===== src/design/ldiv_pkg.sv =====
// Shared types and constants for the limb divider by an invariant divisor.
// Used by ldiv_ctrl, ldiv_datapath and limb_divide_by_invariant_core.
`default_nettype none

package ldiv_pkg;

  localparam int DEFAULT_LIMB_WIDTH = 32;
  localparam int FIELD_WIDTH        = 32;
  localparam int CFG_DATA_WIDTH     = 32;
  localparam int CFG_INDEX_WIDTH    = 2;
  localparam int SHIFT_WIDTH        = 5;

  localparam logic [CFG_INDEX_WIDTH-1:0] REG_DIVISOR    = 2'd0;
  localparam logic [CFG_INDEX_WIDTH-1:0] REG_RECIPROCAL = 2'd1;
  localparam logic [CFG_INDEX_WIDTH-1:0] REG_SHIFT      = 2'd2;

  localparam logic [CFG_DATA_WIDTH-1:0] DIVISOR_RESET = 32'h8000_0000;

  typedef enum logic [2:0] {
    OP_NONE,
    OP_PREP,
    OP_TAIL,
    OP_MUL1,
    OP_SUM,
    OP_MUL2,
    OP_FIX1,
    OP_FIX2
  } op_t;

  typedef enum logic [3:0] {
    S_IDLE,
    S_PREP,
    S_TAIL,
    S_MUL1,
    S_SUM,
    S_MUL2,
    S_FIX1,
    S_FIX2,
    S_EMIT
  } state_t;

  typedef struct packed {
    op_t  op;
    logic load_in;
    logic emit;
    logic emit_last;
  } cmd_t;

  typedef struct packed {
    logic direct;    // item yields one word without a division step
    logic step;      // item needs a division step
    logic tail;      // last item needs the closing division step
    logic last;
    logic out_free;
  } status_t;

endpackage

`default_nettype wire


===== src/design/ldiv_ctrl.sv =====
// Sequencer for the limb divider: accepts an item, steps the datapath
// through the 2-by-1 division cycles and result hand-off. Uses ldiv_pkg.
`default_nettype none

module ldiv_ctrl
  import ldiv_pkg::*;
(
  input  wire logic    clk,
  input  wire logic    rst,
  input  wire logic    in_valid,
  output logic         in_ready,
  input  wire status_t st,
  output cmd_t         cmd
);

  state_t state, state_next;
  logic   tail_pending, tail_pending_next;

  always_ff @(posedge clk) begin
    if (rst) begin
      state        <= S_IDLE;
      tail_pending <= 1'b0;
    end else begin
      state        <= state_next;
      tail_pending <= tail_pending_next;
    end
  end

  always_comb begin
    state_next        = state;
    tail_pending_next = tail_pending;
    case (state)
      S_IDLE: begin
        if (in_valid) state_next = S_PREP;
      end
      S_PREP: begin
        tail_pending_next = st.tail;
        if (st.direct)    state_next = S_EMIT;
        else if (st.step) state_next = S_MUL1;
        else if (st.tail) state_next = S_TAIL;
        else              state_next = S_IDLE;
      end
      S_TAIL: begin
        tail_pending_next = 1'b0;
        state_next        = S_MUL1;
      end
      S_MUL1: state_next = S_SUM;
      S_SUM:  state_next = S_MUL2;
      S_MUL2: state_next = S_FIX1;
      S_FIX1: state_next = S_FIX2;
      S_FIX2: state_next = S_EMIT;
      S_EMIT: begin
        if (st.out_free) state_next = tail_pending ? S_TAIL : S_IDLE;
      end
      default: state_next = S_IDLE;
    endcase
  end

  always_comb begin
    in_ready      = 1'b0;
    cmd.op        = OP_NONE;
    cmd.load_in   = 1'b0;
    cmd.emit      = 1'b0;
    cmd.emit_last = st.last & ~tail_pending;
    case (state)
      S_IDLE: begin
        in_ready    = 1'b1;
        cmd.load_in = in_valid;
      end
      S_PREP: cmd.op = OP_PREP;
      S_TAIL: cmd.op = OP_TAIL;
      S_MUL1: cmd.op = OP_MUL1;
      S_SUM:  cmd.op = OP_SUM;
      S_MUL2: cmd.op = OP_MUL2;
      S_FIX1: cmd.op = OP_FIX1;
      S_FIX2: cmd.op = OP_FIX2;
      S_EMIT: cmd.emit = st.out_free;
      default: cmd.op = OP_NONE;
    endcase
  end

endmodule

`default_nettype wire


===== config.mk =====
export PLATFORM = sky130hd
export DESIGN_NAME = ldiv_ctrl
export DESIGN_NICKNAME = d
export VERILOG_FILES = /design/src/design/ldiv_pkg.sv /design/src/design/ldiv_ctrl.sv
export SDC_FILE = /design/constraint.sdc
export NUM_CORES = 1
export LEC_CHECK = 0
export BUFFER_PORTS_ARGS = -buffer_cell sky130_fd_sc_hd__buf_4
export CAP_MARGIN = 30
export CORE_AREA = 2 2 39 41
export CTS_BUF_LIST = sky130_fd_sc_hd__clkbuf_16
export CTS_CLUSTER_DIAMETER = 150
export CTS_CLUSTER_SIZE = 28
export DETAILED_ROUTE_END_ITERATION = 6
export DIE_AREA = 0 0 41 43
export MAX_ROUTING_LAYER = met4
export SYNTH_ARGS = -nofsm -noshare
export SYNTH_HDL_FRONTEND = slang
export SYNTH_SLANG_ARGS = --single-unit

===== constraint.sdc =====
create_clock -name clk -period 2 [get_ports clk]
set_input_delay 0.6 -clock clk [delete_from_list [all_inputs] [get_ports clk]]
set_output_delay 0.6 -clock clk [all_outputs]
set_load 0.01 [all_outputs]

## Yosys cells after proc, flatten, opt, wreduce, memory -nomap -nowiden

Cells that the tools add are included.

- Eq/ne operators: 10
- Muxes and demuxes: 12
- Bitwise operators: 2
- Reductions and logical operators: 3

Operators with widths:

| operator | number |
|---|---|
| one-hot mux 4 bit (9 select lines) | 1 |
| one-hot mux 3 bit (7 select lines) | 1 |
| == test 4 x 3 -> 1 bit, second input constant | 4 |
| two-way mux 4 bit | 3 |
| == test 4 x 2 -> 1 bit, second input constant | 2 |
| two-way mux 2 bit | 3 |
| == test 4 x 1 -> 1 bit, second input constant | 1 |
| == test 4 bit, second input constant | 1 |
| zero test 4 bit | 1 |
| inequality test 2 bit, second input constant | 2 |
| two-way mux 1 bit | 3 |
| one-hot mux 1 bit (2 select lines) | 1 |
| AND reduction 2 bit | 1 |
| nonzero test 2 bit | 1 |
| AND 1 bit | 1 |
| inverter 1 bit | 1 |

- Bits in registers: 5
- Output and inout port bits: 7

## Logic depth before layout (Yosys ltp)

Gate-level depths: netlist of run 1.

- Depth in word-level cells: 4
- Depth in mapped cells: 4
- Depth with buffers taken out: 3

## Worst setup path after synthesis of run 1

No wires, ideal clock.

- Kind: register to output
- From: reg state[1]
- To: out cmd[2] in the netlist's numbering
- Data arrival time: 1.192 ns
- Required time: 1.400 ns
- Slack: 0.208 ns
- Cell stages (with the launch flop): 5
- Cell sequence: dfxtp_1 > buf_6 > or3_4 > nor2_1 > and2_1

RTL lines:

| what | line | source |
|---|---|---|
| from (decl) | ldiv_ctrl.sv:16 | `state_t state, state_next;` |
| from (signal assigned) | ldiv_ctrl.sv:24 | `state <= state_next;` |
| to (decl) | ldiv_ctrl.sv:13 | `output cmd_t cmd` |

==> reports/qor.yml, run 1 <==
setup_ws_ns: 0.127
syn_area_um2: 350
top_level_ports: 15
ir_drop_mv: 0.386
min_period_ns: 1.87
ys_seq_area_frac: 0.286
die_area_um2: 1760
synth.area.top_cells: "dfxtp_1 (29%), nor2b_1 (8.9%), nor2_1 (6.4%)"
grt_pass1_vias: 345
max_slew.worst_pin.slew_ns: 0.406
ant_nets: 0
clk_latency_ns: 0.23
async_flop_share: 0
ctsResizeCount: 0
grt_pass1_wl_um: 1480
cpPeakStageDelay_ns: 0.39
initial_utilization: 0.253
wl_met2_um: 436
port_buffers: 14
path_cells: "or3_4, nor2_1, and2_1, buf_4"
ys_ff_latch: 5
antenna_found_initial: 0
seqPwrFrac: 0.212
nFillCells: 135
max_freq_ghz: 0.534
wl_met1_um: 406
die_w_um: 41
core_area_um2: 1380
clockBufferDepth: 2
clock-skew-final_ns: 0.000801
die_h_um: 43
worstPathArrival_ns: 1.27
route.detailed.drc: 0
drv_cap: 0
status: "finished clean"
clock-sinks: 5
cts_setup_buffers: 0
synth_most_common_cell: "nor2_1"
slew_viol_final: 0
dp_hpwl_um: 676
p_int_mw: 0.427
top_layer_used: "met4"
min_path_type: "register to register"
htree_levels: 1
num_antenna_cells: 0
hold_buffers: 0
synth_cells: 45
track_usage: 0.127
final_nets: 71
path_max_fanout: 3
viasPerCell: 5.10
ys_top_cells_by_count: "nor2_1 (6), dfxtp_1 (5), nor2b_1 (5)"
placedCellCount: 74
cts_buffers: 3
leakage_nw: 0.252
hold_viol: 0
switching_power_mw: 0.122
area_growth_pct: 57.1
syn_nets: 53
max_slew_margin: 0.729
yosys.area.top_type: "dfxtp_1"
switching_share: 0.222
drive_above_1_share: 0.355
gr-total-overflow: 0
dp_slack_ns: 0.358
yosysWarningCount: 0
cts-root-buf: "clkbuf_16"
syn_area_per_cell_um2: 7.79
startpoint_type: "register"
wl_met3_um: 77
period_share: 0.937
yosysTopAreaCellShare: 0.286
vias: 398
avgRoutedWirePerCell_um: 12.1
num_rows: 14
p_clk_frac: 0.583
setup_viol: 0
comb_power_share: 0.206
place.gp.congestion: 0.738
ys_dominant_reg_cell: "dfxtp_1"
worst_path_max_delay_cell: "or3_4"
rsz0062_at_grt: "false"
grt_max_degree: 14
required_ns: 1.40
final_cells: 78
path_clk_slew_ns: 0.03
fin_tns_setup_ns: 0
wl_um: 943
drtIter0Drc: 4
ys_types: 25
cts_tree: "done"
drt_first_pass_iters: 4
crit_type: "register to output port"
power.density_nw_per_um2: 997
endpoint_kind: "output port"
synth-edff-count: 0
[routing by layer]
| metal | vias to the layer above | GRT usage |
|---|---|---|
| li1 | 192 | - |
| met1 | 179 | 0.159 |
| met2 | 23 | 0.178 |
| met3 | 4 | 0.0314 |
| met4 | 0 | 0.0733 |
| met5 | - | - |
[critical path, delay by kind of cell (launching register included)]
kind | cells | cell delay (ns)
flops | 1 | 0.30
buf+inv | 1 | 0.11
simple gates | 3 | 0.64
[through the flow]
stage               hold WS (ns)  utilization  power [mW]  cell area [um2]
floorplan                  0.439            -       0.182              350
global placement           0.468        0.341       0.229              472
detailed placement         0.477        0.341       0.230              472
CTS                        0.486        0.398       0.550              551
global route               0.509        0.398       0.573              551
finish                     0.485        0.398       0.549              551
[cells by family (layout without fill, tap and decap cells)]
| family | count (synthesis) | in the layout | share of synthesized area |
|---|---|---|---|
| xor+xnor | 1 | 1 | 0.0250 |
| simple gates | 25 | 25 | 0.418 |
| compound gates | 10 | 10 | 0.196 |
| flops | 5 | 5 | 0.286 |
| buf+inv | 4 | 21 | 0.0750 |
[cell type report]
class	count	area, um2	area share
clock inverter	1	3.75	0.00682
tap	16	20.0	0.0364
multi-input combinational	36	224	0.407
sequential	5	100	0.182
timing repair buffer	17	128	0.232
clock buffer	3	75.1	0.136
[sequential cells by signal (all words and copies together), names as in the netlist]
name / count
state: 4
tail_pending: 1
[path summary, 6_finish.rpt]
check / from / end / slack [ns] / cells past startpoint
setup / recovery: state[1]$_SDFFE_PP0P_ / cmd[2] / 0.13 / 4
setup reg to reg: state[1]$_SDFFE_PP0P_ / state[1]$_SDFFE_PP0P_ / 0.74 / 3
hold / removal: tail_pending$_SDFFE_PP0P_ / tail_pending$_SDFFE_PP0P_ / 0.49 / 2
hold reg to reg: tail_pending$_SDFFE_PP0P_ / tail_pending$_SDFFE_PP0P_ / 0.49 / 2
[power groups by stage]
stage               registers [mW]  logic (mW)  clock network [mW]
floorplan                    0.113      0.0691                   0
global placement             0.117       0.112                   0
detailed placement           0.117       0.112                   0
CTS                          0.116       0.112               0.322
global route                 0.117       0.125               0.331
finish                       0.116       0.113               0.320
[layout by cell type, fill, tap and decap left out, types with 2 or more instances in the layout]
master and n:
clkbuf_16 3, nand3_1 2, nand2_1 3, a31oi_1 2
buf_4 17, a21oi_1 2, nor3b_1 2, nor2_1 6
nor2b_1 5, dfxtp_1 5
Note: power is estimated with default switching activity, not from simulation.
==> run 2, diff against run 1 <==
Settings changed: PLACE_DENSITY_LB_ADDON set to 0.08, SETUP_SLACK_MARGIN set to 0.2.
Clock period 2 ns to 2.1 ns, I/O delays scaled along.
==> reports/qor.yml, run 2 (same netlist as run 1, synthesis figures left out) <==
status: "finished clean"
r2r_cells: 3
cts_tree: "done"
required_ns: 1.47
reg_top3: "state x4, tail_pending x1"
r2r-start: "state[0]$_SDFFE_PP0P_"
power.density_nw_per_um2: 942
final_nets: 70
clock-skew-final_ns: 0.000564
clock-sinks: 5
startpoint_type: "register"
grt_pass1_vias: 309
period_share: 0.899
avgRoutedWirePerCell_um: 11.0
grt_pass1_wl_um: 1420
hold_buffers: 0
cp_num_buf_inv: 1
clk_latency_ns: 0.22
drtIter0Drc: 4
cp-startpoint: "state[0]$_SDFFE_PP0P_"
min_period_ns: 1.89
drt_first_pass_iters: 4
cts-root-buf: "clkbuf_16"
max_freq_ghz: 0.530
ant_nets: 0
grt_max_degree: 14
min_path_cells: 2
setup_viol: 0
min_path_type: "register to register"
num_antenna_cells: 0
cts_buffers: 3
place.gp.congestion: 0.742
die_area_um2: 1760
top_layer_used: "met4"
worstPathArrival_ns: 1.26
antenna_found_initial: 0
endpoint_kind: "output port"
path_clk_slew_ns: 0.03
wl_met2_um: 357
leakage_nw: 0.250
placedCellCount: 73
hp-start: "tail_pending$_SDFFE_PP0P_"
wl_met3_um: 79
area.sequential_um2: 106
top_level_ports: 15
path_cells: "or3_4, nor2_4, and2_1, buf_4"
r2r-end: "state[1]$_SDFFE_PP0P_"
largest_register: "state"
clockBufferDepth: 2
final_cells: 77
crit_type: "register to output port"
cpPeakStageDelay_ns: 0.40
vias: 361
max_slew.worst_pin.slew_ns: 0.250
r2r_slack_ns: 0.81
gr-total-overflow: 0
initial_utilization: 0.253
die_h_um: 43
multiInputGateArea_um2: 231
wl_met1_um: 397
hold_path_end: "tail_pending$_SDFFE_PP0P_"
worst_path_max_delay_cell: "or3_4"
core_area_um2: 1380
track_usage: 0.130
max_slew_margin: 0.833
route.detailed.drc: 0
largest_reg_flops: 4
htree_levels: 1
finalPower_mw: 0.524
crit_family: "simple AND/OR/NAND/NOR gates"
utilization: 0.402
path_max_fanout: 3
hold_viol: 0
viasPerCell: 4.69
dp_hpwl_um: 648
num_rows: 14
port_buffers: 14
area_growth_pct: 58.9
rsz0062_at_grt: "true"
slew_viol_final: 0
drv_cap: 0
nFillCells: 153
final_common_cell: "buf_4"
die_w_um: 41
layout_common_cells: "buf_4 (16), nor2b_1 (5), nor2_1 (5)"
wl_um: 844
drive_above_1_share: 0.410
ir_drop_mv: 0.448
fin_tns_setup_ns: 0
-- run 2: metal layers --
layer	up-vias	global-route usage
met5	-	-
met4	0	0.0600
met3	2	0.0942
met2	13	0.156
met1	151	0.158
li1	195	-
-- run 2: worst max-delay path by stage --
stage             end  slack, ns  cells past startpoint
6_report       cmd[2]       0.21                      4
5_1_grt        cmd[2]       0.15                      4
4_1_cts        cmd[2]       0.20                      4
3_5_place_dp   cmd[2]       0.32                      4
3_3_place_gp   cmd[2]       0.34                      4
2_1_floorplan  cmd[2]       0.28                      4
-- run 2: power breakdown --
| group | switching (mW) | total (mW) | internal (mW) |
|---|---|---|---|
| clock | 0.0580 | 0.304 | 0.246 |
| combinational | 0.0472 | 0.106 | 0.0589 |
| sequential | 0.0106 | 0.114 | 0.104 |
| total | 0.116 | 0.524 | 0.409 |
-- run 2: worst register-to-register path, delay by kind of cell, from the launching register on --
family | cells | cell delay (ns)
AOI/OAI and AO/OA | 2 | 0.50
and+or+nand+nor | 1 | 0.41
DFF | 1 | 0.31
-- run 2: timing repair --
item                       4_1_cts  5_1_grt
pin swaps                        1        0
resized for setup                5        1
setup endpoints to repair        2        2
setup buffers                    0        0
hold endpoints to repair         0        0
-- run 2: stage by stage --
step / cell area [um2] / setup WS [ns] / hold slack [ns]
after floorplan: 350 / 0.278 / 0.439
after detailed placement: 464 / 0.317 / 0.465
final: 557 / 0.212 / 0.474
after global routing: 557 / 0.153 / 0.491
after global placement: 464 / 0.337 / 0.474
after CTS: 556 / 0.198 / 0.476
-- run 2: layout make-up --
type | instances | share of cell area
clock buffer | 3 | 0.135
clock inverter | 1 | 0.00674
multi-input combinational | 36 | 0.416
sequential | 5 | 0.191
tap | 16 | 0.0360
timing repair buffer | 16 | 0.216
